$ cat config.mk
export PLATFORM = sky130hd
export DESIGN_NAME = mips_execute_alu_core
export DESIGN_NICKNAME = d
export VERILOG_FILES = /design/src/hdl/mea_pkg.sv /design/src/hdl/mips_execute_alu_core.sv /design/src/hdl/mea_decode.sv /design/src/hdl/mea_muldiv.sv
export SDC_FILE = /design/constraint.sdc
export NUM_CORES = 2
export LEC_CHECK = 0
export BUFFER_PORTS_ARGS = -buffer_cell sky130_fd_sc_hd__buf_4
export CORE_ASPECT_RATIO = 1.4
export CORE_MARGIN = 3
export CORE_UTILIZATION = 30
export DETAILED_ROUTE_END_ITERATION = 8
export PLACE_DENSITY = 0.42
export SLEW_MARGIN = 20
export SYNTH_ARGS = -nofsm -noshare
export SYNTH_HDL_FRONTEND = slang
export SYNTH_SLANG_ARGS = --single-unit
export TNS_END_PERCENT = 20
$ cat constraint.sdc
create_clock -name clk -period 10.8 [get_ports clk]
set_clock_uncertainty 0.2 [all_clocks]
set_input_delay 1.08 -clock clk [delete_from_list [all_inputs] [get_ports clk]]
set_output_delay 1.08 -clock clk [all_outputs]
set_load 0.005 [all_outputs]
$ cat src/hdl/mea_pkg.sv
// Shared types and instruction codes for the MIPS execute ALU.
`timescale 1ns / 1ps
`default_nettype none

package mea_pkg;

    // Primary opcodes
    localparam logic [5:0] OP_RTYPE = 6'h00;
    localparam logic [5:0] OP_ADDI  = 6'h08;
    localparam logic [5:0] OP_ADDIU = 6'h09;
    localparam logic [5:0] OP_SLTI  = 6'h0a;
    localparam logic [5:0] OP_ANDI  = 6'h0c;
    localparam logic [5:0] OP_ORI   = 6'h0d;
    localparam logic [5:0] OP_XORI  = 6'h0e;
    localparam logic [5:0] OP_LUI   = 6'h0f;
    localparam logic [5:0] OP_LW    = 6'h23;
    localparam logic [5:0] OP_SW    = 6'h2b;

    // R-type function codes
    localparam logic [5:0] FN_SLL     = 6'h00;
    localparam logic [5:0] FN_SRL     = 6'h02;
    localparam logic [5:0] FN_SRA     = 6'h03;
    localparam logic [5:0] FN_SYSCALL = 6'h0c;
    localparam logic [5:0] FN_MFHI    = 6'h10;
    localparam logic [5:0] FN_MTHI    = 6'h11;
    localparam logic [5:0] FN_MFLO    = 6'h12;
    localparam logic [5:0] FN_MTLO    = 6'h13;
    localparam logic [5:0] FN_MULT    = 6'h18;
    localparam logic [5:0] FN_MULTU   = 6'h19;
    localparam logic [5:0] FN_DIV     = 6'h1a;
    localparam logic [5:0] FN_DIVU    = 6'h1b;
    localparam logic [5:0] FN_ADD     = 6'h20;
    localparam logic [5:0] FN_ADDU    = 6'h21;
    localparam logic [5:0] FN_SUB     = 6'h22;
    localparam logic [5:0] FN_SUBU    = 6'h23;
    localparam logic [5:0] FN_AND     = 6'h24;
    localparam logic [5:0] FN_OR      = 6'h25;
    localparam logic [5:0] FN_XOR     = 6'h26;
    localparam logic [5:0] FN_NOR     = 6'h27;
    localparam logic [5:0] FN_SLT     = 6'h2a;
    localparam logic [5:0] FN_SLTU    = 6'h2b;

    // Memory access kinds
    localparam logic [1:0] ACC_NONE  = 2'd0;
    localparam logic [1:0] ACC_LOAD  = 2'd1;
    localparam logic [1:0] ACC_STORE = 2'd2;

    // Syscall service code that stops the machine
    localparam logic [31:0] HALT_CODE = 32'd10;

    // Number of shift/add steps for one multiply or divide
    localparam int MD_STEPS = 32;

    typedef struct packed {
        logic [31:0] alu_result;
        logic [4:0]  dest_reg;
        logic        reg_write;
        logic [1:0]  access;
        logic [31:0] store_data;
        logic        halt;
        logic        div_by_zero;
    } result_t;

    typedef struct packed {
        logic is_div;
        logic is_signed;
    } md_ctl_t;

    typedef struct packed {
        result_t     res;
        logic        md_start;
        md_ctl_t     md_ctl;
        logic        hi_we;
        logic        lo_we;
    } dec_t;

endpackage

`default_nettype wire

$ cat src/hdl/mips_execute_alu_core.sv
// Top level of the MIPS32 integer execute unit with HI/LO registers.
//
//  channel | signals                                          | dir | handshake
//  --------+--------------------------------------------------+-----+--------------------------
//  item    | instruction rs_value rt_value service_code       | in  | item_valid / item_ready
//  result  | alu_result dest_reg reg_write access store_data  | out | result_valid / result_ready
//          | halt div_by_zero                                 |     |
//
//  Other ops: a request's result is registered into the output register at the accepting edge.
//  mult/multu/div/divu load the unit at the accepting edge, then run 32 steps of the
//  shared shift/add unit and a sign-fix step; HI/LO take the result at the end of the
//  fix step, and the result is posted once the output register is free. item_ready
//  stays low meanwhile.
//  A divide by zero does not start the shift/add unit and leaves HI/LO unchanged.
//  Reset clears HI, LO, the sequencer and the result valid flag.
//  A stalled result holds in the output register; while no multiply/divide is in
//  progress, a new request is taken once that register is free or drained that cycle.
`timescale 1ns / 1ps
`default_nettype none

module mips_execute_alu_core (
    input  wire logic        clk,
    input  wire logic        rst_n,

    input  wire logic        item_valid,
    output logic             item_ready,
    input  wire logic [31:0] instruction,
    input  wire logic [31:0] rs_value,
    input  wire logic [31:0] rt_value,
    input  wire logic [31:0] service_code,

    output logic             result_valid,
    input  wire logic        result_ready,
    output logic [31:0]      alu_result,
    output logic [4:0]       dest_reg,
    output logic             reg_write,
    output logic [1:0]       access,
    output logic [31:0]      store_data,
    output logic             halt,
    output logic             div_by_zero
);
    import mea_pkg::*;

    typedef enum logic [2:0] {
        S_IDLE = 3'b001,   // free for a new request
        S_BUSY = 3'b010,   // multiply/divide in progress
        S_DONE = 3'b100    // HI/LO updated, waiting for the output register
    } seq_state_t;

    seq_state_t  state_reg, state_next;
    logic        valid_reg, valid_next;
    result_t     out_reg, out_next;
    result_t     pend_reg, pend_next;
    logic [31:0] hi_reg, hi_next;
    logic [31:0] lo_reg, lo_next;

    dec_t        dec;
    logic        accept;
    logic        slot_free;
    logic        md_start;
    logic        md_done;
    logic [31:0] md_hi;
    logic [31:0] md_lo;

    mea_decode u_decode (
        .instruction  (instruction),
        .rs_value     (rs_value),
        .rt_value     (rt_value),
        .service_code (service_code),
        .hi_word      (hi_reg),
        .lo_word      (lo_reg),
        .dec          (dec)
    );

    mea_muldiv u_muldiv (
        .clk    (clk),
        .rst_n  (rst_n),
        .start  (md_start),
        .ctl    (dec.md_ctl),
        .op_a   (rs_value),
        .op_b   (rt_value),
        .done   (md_done),
        .hi_out (md_hi),
        .lo_out (md_lo)
    );

    // output register is free when empty or being drained this cycle
    assign slot_free  = !valid_reg || result_ready;
    assign item_ready = (state_reg == S_IDLE) && slot_free;
    assign accept     = item_valid && item_ready;
    assign md_start   = accept && dec.md_start;

    always_comb
    begin
        state_next = state_reg;
        valid_next = valid_reg;
        out_next   = out_reg;
        pend_next  = pend_reg;
        hi_next    = hi_reg;
        lo_next    = lo_reg;

        // drop the posted result once taken
        if (valid_reg && result_ready)
        begin
            valid_next = 1'b0;
        end

        unique case (state_reg)
            S_IDLE:
            begin
                if (accept)
                begin
                    if (dec.md_start)
                    begin
                        // hold the result fields until HI/LO are done
                        pend_next  = dec.res;
                        state_next = S_BUSY;
                    end
                    else
                    begin
                        out_next   = dec.res;
                        valid_next = 1'b1;
                    end
                    if (dec.hi_we)
                    begin
                        hi_next = rs_value;
                    end
                    if (dec.lo_we)
                    begin
                        lo_next = rs_value;
                    end
                end
            end
            S_BUSY:
            begin
                if (md_done)
                begin
                    hi_next    = md_hi;
                    lo_next    = md_lo;
                    state_next = S_DONE;
                end
            end
            S_DONE:
            begin
                if (slot_free)
                begin
                    out_next   = pend_reg;
                    valid_next = 1'b1;
                    state_next = S_IDLE;
                end
            end
            default: state_next = S_IDLE;
        endcase
    end

    always_ff @(posedge clk or negedge rst_n)
    begin
        if (!rst_n)
        begin
            state_reg <= S_IDLE;
            valid_reg <= 1'b0;
            hi_reg    <= '0;
            lo_reg    <= '0;
        end
        else
        begin
            state_reg <= state_next;
            valid_reg <= valid_next;
            hi_reg    <= hi_next;
            lo_reg    <= lo_next;
        end
    end

    always_ff @(posedge clk)
    begin
        out_reg  <= out_next;
        pend_reg <= pend_next;
    end

    assign result_valid = valid_reg;
    assign alu_result   = out_reg.alu_result;
    assign dest_reg     = out_reg.dest_reg;
    assign reg_write    = out_reg.reg_write;
    assign access       = out_reg.access;
    assign store_data   = out_reg.store_data;
    assign halt         = out_reg.halt;
    assign div_by_zero  = out_reg.div_by_zero;

    // the iterative unit only finishes while the sequencer waits on it
    a_done_in_busy: assert property (@(posedge clk) disable iff (!rst_n)
        md_done |-> (state_reg == S_BUSY))
        else $error("multiply/divide finished outside busy state");

    // HI/LO move only on a request or at the end of a multiply/divide
    a_hilo_source: assert property (@(posedge clk) disable iff (!rst_n)
        (!$stable(hi_reg) || !$stable(lo_reg)) |->
            ($past(accept) || $past(md_done)))
        else $error("HI/LO changed without a source");

    // a new result is posted only after a request or a finished multiply/divide
    a_post_source: assert property (@(posedge clk) disable iff (!rst_n)
        $rose(valid_reg) |-> ($past(accept) || $past(state_reg == S_DONE)))
        else $error("result posted without a request");

    // a finished multiply/divide is posted, and the sequencer goes idle, once the output register is free
    a_done_exits: assert property (@(posedge clk) disable iff (!rst_n)
        (state_reg == S_DONE && slot_free) |=> (state_reg == S_IDLE && valid_reg))
        else $error("finished multiply/divide not posted");

endmodule

`default_nettype wire

$ cat src/hdl/mea_decode.sv
// Instruction decode and combinational integer operations.
`timescale 1ns / 1ps
`default_nettype none

module mea_decode (
    input  wire logic [31:0] instruction,
    input  wire logic [31:0] rs_value,
    input  wire logic [31:0] rt_value,
    input  wire logic [31:0] service_code,
    input  wire logic [31:0] hi_word,
    input  wire logic [31:0] lo_word,
    output mea_pkg::dec_t    dec
);
    import mea_pkg::*;

    logic [5:0]  opcode;
    logic [4:0]  rt;
    logic [4:0]  rd;
    logic [4:0]  shamt;
    logic [5:0]  funct;
    logic [31:0] simm;
    logic [31:0] zimm;

    assign opcode = instruction[31:26];
    assign rt     = instruction[20:16];
    assign rd     = instruction[15:11];
    assign shamt  = instruction[10:6];
    assign funct  = instruction[5:0];
    assign simm   = {{16{instruction[15]}}, instruction[15:0]};
    assign zimm   = {16'h0000, instruction[15:0]};

    always_comb
    begin
        dec = '0;
        if (instruction != '0)
        begin
            if (opcode == OP_RTYPE)
            begin
                dec.res.dest_reg  = rd;
                dec.res.reg_write = 1'b1;
                unique case (funct)
                    FN_ADD, FN_ADDU: dec.res.alu_result = rs_value + rt_value;
                    FN_SUB, FN_SUBU: dec.res.alu_result = rs_value - rt_value;
                    FN_AND:  dec.res.alu_result = rs_value & rt_value;
                    FN_OR:   dec.res.alu_result = rs_value | rt_value;
                    FN_XOR:  dec.res.alu_result = rs_value ^ rt_value;
                    FN_NOR:  dec.res.alu_result = ~(rs_value | rt_value);
                    FN_SLT:  dec.res.alu_result =
                                 {31'd0, $signed(rs_value) < $signed(rt_value)};
                    FN_SLTU: dec.res.alu_result = {31'd0, rs_value < rt_value};
                    FN_SLL:  dec.res.alu_result = rt_value << shamt;
                    FN_SRL:  dec.res.alu_result = rt_value >> shamt;
                    FN_SRA:  dec.res.alu_result = $unsigned($signed(rt_value) >>> shamt);
                    FN_MFHI: dec.res.alu_result = hi_word;
                    FN_MFLO: dec.res.alu_result = lo_word;
                    FN_MTHI:
                    begin
                        dec.res.reg_write = 1'b0;
                        dec.hi_we         = 1'b1;
                    end
                    FN_MTLO:
                    begin
                        dec.res.reg_write = 1'b0;
                        dec.lo_we         = 1'b1;
                    end
                    FN_MULT, FN_MULTU:
                    begin
                        dec.res.reg_write    = 1'b0;
                        dec.md_start         = 1'b1;
                        dec.md_ctl.is_div    = 1'b0;
                        dec.md_ctl.is_signed = (funct == FN_MULT);
                    end
                    FN_DIV, FN_DIVU:
                    begin
                        dec.res.reg_write = 1'b0;
                        // zero divisor: flag it and leave HI/LO alone
                        if (rt_value == '0)
                        begin
                            dec.res.div_by_zero = 1'b1;
                        end
                        else
                        begin
                            dec.md_start         = 1'b1;
                            dec.md_ctl.is_div    = 1'b1;
                            dec.md_ctl.is_signed = (funct == FN_DIV);
                        end
                    end
                    FN_SYSCALL:
                    begin
                        dec.res.reg_write = 1'b0;
                        dec.res.halt      = (service_code == HALT_CODE);
                    end
                    default: dec.res.reg_write = 1'b0;
                endcase
            end
            else
            begin
                dec.res.dest_reg  = rt;
                dec.res.reg_write = 1'b1;
                unique case (opcode)
                    OP_ADDI, OP_ADDIU: dec.res.alu_result = rs_value + simm;
                    OP_ANDI: dec.res.alu_result = rs_value & zimm;
                    OP_ORI:  dec.res.alu_result = rs_value | zimm;
                    OP_XORI: dec.res.alu_result = rs_value ^ zimm;
                    OP_LUI:  dec.res.alu_result = {instruction[15:0], 16'h0000};
                    OP_SLTI: dec.res.alu_result =
                                 {31'd0, $signed(rs_value) < $signed(simm)};
                    OP_LW:
                    begin
                        dec.res.alu_result = rs_value + simm;
                        dec.res.access     = ACC_LOAD;
                        dec.res.reg_write  = 1'b0;
                    end
                    OP_SW:
                    begin
                        dec.res.alu_result = rs_value + simm;
                        dec.res.access     = ACC_STORE;
                        dec.res.store_data = rt_value;
                        dec.res.reg_write  = 1'b0;
                    end
                    default: dec.res.reg_write = 1'b0;
                endcase
            end
            if (dec.res.dest_reg == '0)
            begin
                dec.res.reg_write = 1'b0;
            end
        end
    end

endmodule

`default_nettype wire

$ cat src/hdl/mea_muldiv.sv
// Iterative multiply/divide unit built around one shared 34-bit adder.
`timescale 1ns / 1ps
`default_nettype none

module mea_muldiv (
    input  wire logic            clk,
    input  wire logic            rst_n,
    input  wire logic            start,
    input  wire mea_pkg::md_ctl_t ctl,
    input  wire logic [31:0]     op_a,
    input  wire logic [31:0]     op_b,
    output logic                 done,
    output logic [31:0]          hi_out,
    output logic [31:0]          lo_out
);
    import mea_pkg::*;

    typedef enum logic [2:0] {
        M_IDLE = 3'b001,
        M_STEP = 3'b010,
        M_FIX  = 3'b100
    } md_state_t;

    localparam logic [4:0] LAST_STEP = 5'(MD_STEPS - 1);

    md_state_t   state_reg, state_next;
    logic [4:0]  cnt_reg, cnt_next;
    logic        is_div_reg, is_div_next;
    logic        neg_q_reg, neg_q_next;
    logic        neg_r_reg, neg_r_next;
    logic [31:0] hi_reg, hi_next;
    logic [31:0] lo_reg, lo_next;
    logic [31:0] div_reg, div_next;

    logic [31:0] mag_a;
    logic [31:0] mag_b;
    logic [33:0] add_x;
    logic [33:0] add_y;
    logic        add_sub;
    logic [33:0] add_sum;
    logic [63:0] prod_neg;

    // operand magnitudes for the signed forms
    assign mag_a = (ctl.is_signed && op_a[31]) ? (32'd0 - op_a) : op_a;
    assign mag_b = (ctl.is_signed && op_b[31]) ? (32'd0 - op_b) : op_b;

    // shared adder: add multiplicand, or trial-subtract divisor
    always_comb
    begin
        if (is_div_reg)
        begin
            add_x   = {1'b0, hi_reg, lo_reg[31]};
            add_y   = {2'b00, div_reg};
            add_sub = 1'b1;
        end
        else
        begin
            add_x   = {2'b00, hi_reg};
            add_y   = lo_reg[0] ? {2'b00, div_reg} : 34'd0;
            add_sub = 1'b0;
        end
        add_sum = add_x + (add_sub ? ~add_y : add_y) + {33'd0, add_sub};
    end

    assign prod_neg = 64'd0 - {hi_reg, lo_reg};

    always_comb
    begin
        state_next  = state_reg;
        cnt_next    = cnt_reg;
        is_div_next = is_div_reg;
        neg_q_next  = neg_q_reg;
        neg_r_next  = neg_r_reg;
        hi_next     = hi_reg;
        lo_next     = lo_reg;
        div_next    = div_reg;
        done        = 1'b0;
        unique case (state_reg)
            M_IDLE:
            begin
                if (start)
                begin
                    state_next  = M_STEP;
                    cnt_next    = '0;
                    is_div_next = ctl.is_div;
                    neg_q_next  = ctl.is_signed && (op_a[31] ^ op_b[31]);
                    neg_r_next  = ctl.is_signed && op_a[31];
                    hi_next     = '0;
                    lo_next     = mag_a;
                    div_next    = mag_b;
                end
            end
            M_STEP:
            begin
                if (is_div_reg)
                begin
                    // restoring step: keep the difference unless it borrowed
                    if (add_sum[33])
                    begin
                        hi_next = add_x[31:0];
                        lo_next = {lo_reg[30:0], 1'b0};
                    end
                    else
                    begin
                        hi_next = add_sum[31:0];
                        lo_next = {lo_reg[30:0], 1'b1};
                    end
                end
                else
                begin
                    hi_next = add_sum[32:1];
                    lo_next = {add_sum[0], lo_reg[31:1]};
                end
                cnt_next = cnt_reg + 5'd1;
                if (cnt_reg == LAST_STEP)
                begin
                    state_next = M_FIX;
                end
            end
            M_FIX:
            begin
                if (is_div_reg)
                begin
                    if (neg_q_reg)
                    begin
                        lo_next = 32'd0 - lo_reg;
                    end
                    if (neg_r_reg)
                    begin
                        hi_next = 32'd0 - hi_reg;
                    end
                end
                else if (neg_q_reg)
                begin
                    {hi_next, lo_next} = prod_neg;
                end
                state_next = M_IDLE;
            end
            default: state_next = M_IDLE;
        endcase
        if (state_reg == M_FIX)
        begin
            done = 1'b1;
        end
    end

    // corrected values show during the fix state, alongside done
    assign hi_out = hi_next;
    assign lo_out = lo_next;

    always_ff @(posedge clk or negedge rst_n)
    begin
        if (!rst_n)
        begin
            state_reg <= M_IDLE;
            cnt_reg   <= '0;
        end
        else
        begin
            state_reg <= state_next;
            cnt_reg   <= cnt_next;
        end
    end

    always_ff @(posedge clk)
    begin
        is_div_reg <= is_div_next;
        neg_q_reg  <= neg_q_next;
        neg_r_reg  <= neg_r_next;
        hi_reg     <= hi_next;
        lo_reg     <= lo_next;
        div_reg    <= div_next;
    end

endmodule

`default_nettype wire

## Word-level counts from Yosys, hierarchy flattened

Index checks and enable logic that the tools add are counted.

| operators by class | value |
|---|---|
| reductions and logical operators | 33 |
| shift-type cells | 3 |
| bitwise logic cells | 9 |
| equality and inequality tests | 47 |
| mux-type cells | 68 |
| add/subtract/negate cells | 11 |
| order comparisons | 3 |

Operator list:

| kind | number |
|---|---|
| $mux 32 | 21 |
| $pmux 32 s13 | 1 |
| $mux 74 | 3 |
| $pmux 32 s3 | 2 |
| $pmux 32 s6 | 1 |
| $pmux 74 s2 | 1 |
| $pmux 32 s2 | 2 |
| $sub 1x32->32 const A | 4 |
| $mux 34 | 3 |
| $mux 79 | 1 |
| $mux 38 | 2 |
| $eq 6x6->1 const B | 12 |
| $add 32x32->32 | 2 |
| $lt 32x32->1 | 2 |
| $sub 1x64->64 const A | 1 |
| $eq 6x4->1 const B | 8 |
| $eq 6x5->1 const B | 8 |
| $add 33x34->34 | 1 |
| $add 34x1->34 | 1 |
| $not 34->34 | 1 |
| $mux 33 | 1 |
| $and 32x16->32 | 1 |
| $and 32x32->32 | 1 |
| $eq 32x4->1 const B | 1 |
| other kinds (43) | 93 |

| storage, ports and cells | value |
|---|---|
| bits in registers | 323 |
| logic and storage cells | 200 |
| output and inout port bits | 76 |

## Depth between registers and ports, before layout

| logic depth | value |
|---|---|
| depth after elaboration | 14 |
| gate-level depth with buffers | 22 |
| depth with buffers taken out | 16 |

## Cells and area by module

A second synthesis with hierarchy kept.

| unflattened totals | value |
|---|---|
| cells, all modules | 3,831 |
| area, all modules | 32,478.6 sq um |

Modules (own cells, without submodules):

| module | cells an instance | area each (sq um) | sequential area each (sq um) | times used |
|---|---|---|---|---|
| mea_decode | 1,981 | 13,056.3 | 0.0 | 1 |
| mea_muldiv | 1,376 | 10,293.6 | 2,533.7 | 1 |
| mips_execute_alu_core | 474 | 9,128.8 | 6,147.1 | 1 |

## Least setup slack after synthesis

OpenSTA, ideal clock, no wires.

| timing path | value |
|---|---|
| path type | input -> register |
| start | in instruction[27] |
| end | reg lo_reg[3] |
| stages on the path | 12 |
| setup slack | 1.262 ns |
| library setup time | 0.130 ns |
| data required time | 10.470 ns |
| arrival | 9.208 ns |
| path through | clkbuf_1 > nor4_1 > and2_1 > clkbuf_1 > o311ai_2 > nor3_1 > nor2_1 > o21ai_0 > o31ai_1 > o32a_1 > a21oi_1 > o21ai_1 |

| between the ends | value |
|---|---|
| word-level cells in the longest chain between the ends | 9 |

Ends and longest elaborated chain:

| item | RTL line | text |
|---|---|---|
| start: declaration | mips_execute_alu_core.sv:27 | `input wire logic [31:0] instruction,` |
| $logic_not 6->1 | mea_decode.sv:37 | `if (opcode == OP_RTYPE)` |
| $mux 7 | mea_decode.sv:37 |  |
| $mux 79 (*) | mea_decode.sv:35 | `if (instruction != '0)` |
| $logic_and 1x1->1 | mea_muldiv.sv:44 | `assign mag_a = (ctl.is_signed && op_a[31]) ? (32'd0 - op_a) : op_a;` |
| $mux 32 | mea_muldiv.sv:44 |  |
| $mux 32 (*) | mea_muldiv.sv:81 | `if (start)` |
| $pmux 32 s3 (*) | mea_muldiv.sv:78 | `unique case (state_reg)` |
| named net md_lo[3] | mips_execute_alu_core.sv:63 | `logic [31:0] md_lo;` |
| $mux 32 (*) | mips_execute_alu_core.sv:136 | `if (md_done)` |
| $pmux 32 s2 (*) | mips_execute_alu_core.sv:108 | `unique case (state_reg)` |
| end signal: assignment | mips_execute_alu_core.sv:170 | `lo_reg <= lo_next;` |
| end: declaration | mips_execute_alu_core.sv:55 | `logic [31:0] lo_reg, lo_next;` |

The timed path passes the listed nets; every way through them passes the cells marked *. The select of a mux whose other input is x is not followed.
A chain may end at the register's enable or synchronous reset.

## Final worst setup path

| timing path | value |
|---|---|
| start | reg u_muldiv.is_div_reg |
| end | reg hi_reg[7] |

| between the ends | value |
|---|---|
| word-level cells in the longest chain between the ends | 10 |

Ends and longest elaborated chain:

| item | RTL line | text |
|---|---|---|
| start: declaration | mea_muldiv.sv:28 | `logic is_div_reg, is_div_next;` |
| start signal: assignment | mea_muldiv.sv:167 | `is_div_reg <= is_div_next;` |
| $mux 34 | mea_muldiv.sv:50 | `if (is_div_reg)` |
| $not 34->34 | mea_muldiv.sv:62 | `add_sum = add_x + (add_sub ? ~add_y : add_y) + {33'd0, add_sub};` |
| $mux 34 | mea_muldiv.sv:62 |  |
| $add 33x34->34 | mea_muldiv.sv:62 |  |
| $add 34x1->34 | mea_muldiv.sv:62 |  |
| $mux 32 | mea_muldiv.sv:98 | `if (add_sum[33])` |
| $mux 32 | mea_muldiv.sv:95 | `if (is_div_reg)` |
| $pmux 32 s3 (*) | mea_muldiv.sv:78 |  |
| named net md_hi[7] | mips_execute_alu_core.sv:62 | `logic [31:0] md_hi;` |
| $mux 32 (*) | mips_execute_alu_core.sv:136 |  |
| $pmux 32 s2 (*) | mips_execute_alu_core.sv:108 |  |
| end signal: assignment | mips_execute_alu_core.sv:169 | `hi_reg <= hi_next;` |
| end: declaration | mips_execute_alu_core.sv:54 | `logic [31:0] hi_reg, hi_next;` |

Marked as above.

==> flow_metrics.env <==
export IMPL_synth_xor_area_share_pct=3.76
export IMPL_status="complete, no violations"
export IMPL_clock_path_buffers=3
export IMPL_wl_met2_um=80300
export IMPL_place_area_sq_um=34800
export IMPL_syn2layout_area_growth_pct=12.9
export IMPL_via_count=33200
export IMPL_slowest_stage="a21o_1"
export IMPL_grt_pass1_vias=32400
export IMPL_period_minus_slack_ps=6070
export IMPL_cts_buffers=41
export IMPL_holdBufCountCts=0
export IMPL_vdd_drop_max_v=0.0000920
export IMPL_avgViaCountPerCell=6.07
export IMPL_drt_met1_wl_um=66900
export IMPL_synth_net_count=4414
export IMPL_synthAdderAreaFrac_pct=8.51
export IMPL_critical_path_buf_inv_count=3
export IMPL_grt_overflow=0
export IMPL_met3_length_um=10500
export IMPL_cap_violations=0
export IMPL_yosys_warnings=0
export IMPL_die_w_um=283
export IMPL_core_sq_um=106000
export IMPL_cp_max_fo=116
export IMPL_worstSkewPairLatency_ps=600
export IMPL_drc=0
export IMPL_ys_async_sr_fraction_pct=23.5
export IMPL_fin_crit_sh_pct=56.2
export IMPL_synth_compound_area_share_pct=26.4
export IMPL_largest_register_ffs=74
export IMPL_syn_avg_cell_area_sq_um=7.90
export IMPL_die_area_sq_um=111000
export IMPL_report_final_slew_viol_count=0
export IMPL_portBuffers=207
export IMPL_first_pass_iters=6
export IMPL_cts_max_level=2
export IMPL_ctsResizeCount=0
export IMPL_grt_pass1_wl_um=243000
export IMPL_crit_path_cell_trace="buf_12 -> clkinv_1 -> buf_4 -> o21ai_0 -> ha_1 -> a21o_1 -> a21oi_1 -> o21bai_1 -> o311ai_1 -> a2111o_1 -> a21o_1 -> o22ai_1 -> o31ai_1 -> nor2_1 -> o31ai_1"
export IMPL_hold_viol_final=0
export IMPL_top_layer="met5"
export IMPL_synth_simple_area_share_pct=19.5
export IMPL_drtIter0Drc=3048
export IMPL_ys_seq_area_share_pct=27.0
export IMPL_die_y_um=393
export IMPL_arrival_ps=6360
export IMPL_stdcell_count=5469
export IMPL_regArea_sq_um=8680
export IMPL_drive_gt1_share_pct=12.9
export IMPL_syn_inst=4066
export IMPL_synth_top_family_by_area="compound AO/OA/AOI/OAI gates"
export IMPL_start_kind="flip-flop"
export IMPL_n_fill_cell=11300
export IMPL_crit_path_end_kind="flip-flop"
export IMPL_ys_flop_type="edfxtp_1"
export IMPL_cts_tree="built"
export IMPL_finalPower_uw=3800
export IMPL_synthMuxAreaShare_pct=9.26
export IMPL_rsz0062_at_grt="no"
export IMPL_max_freq_ghz=0.165
export IMPL_p_leak_uw=0.0137
export IMPL_tightest_slew_ps=1250
export IMPL_crit_family="compound AO/OA/AOI/OAI gates"
export IMPL_cts_sinks=323
export IMPL_cpPeakStageDelay_ps=830
export IMPL_path_class="reg2reg"
export IMPL_clkTransAtPathRegs_ps=70
export IMPL_worstPathRequired_ps=11090
export IMPL_post_dp_hpwl_um=133000
export IMPL_post_cts_buffers=0
export IMPL_hold_class="in2async"
export IMPL_yosys_register_bits=323
export IMPL_drt_total_wl_um=174000
export IMPL_ys_types=97
export IMPL_fin_hold_ws_ps=166
export IMPL_dp_cells=5392
export IMPL_start_util_pct=30.3
export IMPL_antenna_found_initial=5
export IMPL_fin_nets=4425
export IMPL_relSlewSlack_pct=16.4
export IMPL_antenna_left=0
export IMPL_multi_input_area_sq_um=21800
export IMPL_power_density_nw_per_um2=105
export IMPL_final_area_sq_um=36300
export IMPL_cts_root_buf="clkbuf_16"
export IMPL_grt_use_total_pct=30.4
export IMPL_rows=141
export IMPL_syn_area_sq_um=32100
export IMPL_io_pins=208
export IMPL_fin_setup_tns_ps=0
export IMPL_synth_edf_count=183
export IMPL_gp_congestion=1.04
export IMPL_wire_per_inst_um=31.8
export IMPL_finalSetupViolations=0
export IMPL_grt_max_degree=117
-- where the power goes --
part           total, uW  switching (uW)  internal (uW)  leakage, uW
Clock               1500             617            878     0.000671
Sequential          1360            29.6           1330      0.00302
Combinational        941             632            310       0.0100
Total               3800            1280           2520       0.0137
-- metrics by stage --
stage,utilization [%],setup WS (ps)
global placement,32.9,4740
finish,34.3,4730
detailed placement,32.9,4740
global route,34.3,4340
CTS,34.3,4840
floorplan,-,1260
-- worst register-to-register path, delay by kind of cell (launching register included) --
| kind | cells | cell delay (ps) |
|---|---|---|
| and+or+nand+nor | 1 | 100 |
| buffers and inverters | 3 | 1460 |
| DFF | 1 | 370 |
| adders and majority gates | 1 | 320 |
| AOI/OAI and AO/OA | 10 | 3540 |
-- layout make-up --
type,count,share of cell area (%)
clock buffer,49,3.06
multi-input combinational,3275,60.1
antenna,2,0.0138
clock inverter,26,0.825
sequential,323,23.9
timing repair buffer,277,5.77
inverter,159,1.65
tap,1358,4.69
-- cells in the final DEF (no fill, tap or decap), types with 82 or more instances in the layout --
cell type  Yosys  layout
nand3_1       84      82
o21ai_0      344     342
buf_4          0     276
inv_1        152     150
mux2_2        96      96
mux2i_1      124     124
xnor2_1      114     114
nor2_1       417     411
a21oi_1      336     336
nor3_1       101      94
nand2_1      423     421
ha_1         212     212
edfxtp_1     183     183
-- synth_stat cells (84+ instances only) --
master    count  area share (%)
nand3_1      84             1.3
nor3_1      101             1.6
mux2i_1     124             3.9
inv_1       152             1.8
edfxtp_1    183              17
ha_1        212             8.3
xnor2_1     114             3.1
o21ai_0     344             5.4
nor2_1      417             4.9
clkbuf_1    254             3.0
nand2_1     423             4.9
mux2_2       96             3.4
a21oi_1     336             5.2
-- routing by layer --
layer / global-route usage [%] / vias up
met3: 4.13 / 434
met2: 50.2 / 1476
met5: 0 / -
li1: - / 15100
met4: 22.9 / 2
met1: 35.7 / 16200
-- path summary, 6_finish.rpt --
kind | start | to | slack [ps] | cells after the start
setup / recovery | u_muldiv.is_div_reg | hi_reg[7] | 4730 | 15
hold / removal | rst_n | lo_reg[19] | 170 | 1
setup reg to reg | u_muldiv.is_div_reg | hi_reg[7] | 4730 | 15
hold reg to reg | lo_reg[18] | lo_reg[18] | 300 | 2
max in group asynchronous | rst_n | state_reg[2] | 9030 | 2
min in group clk | lo_reg[18] | lo_reg[18] | 300 | 2
-- kinds of logic (layout without fill, tap and decap cells) --
family,after synthesis,after routing
mux,249,249
fa+ha+maj,216,216
xor+xnor,138,138
compound gates,1331,1331
other cells,0,2
simple gates,1341,1341
flops,323,323
buf+inv,468,511
Note: power is estimated with default switching activity, not from simulation.
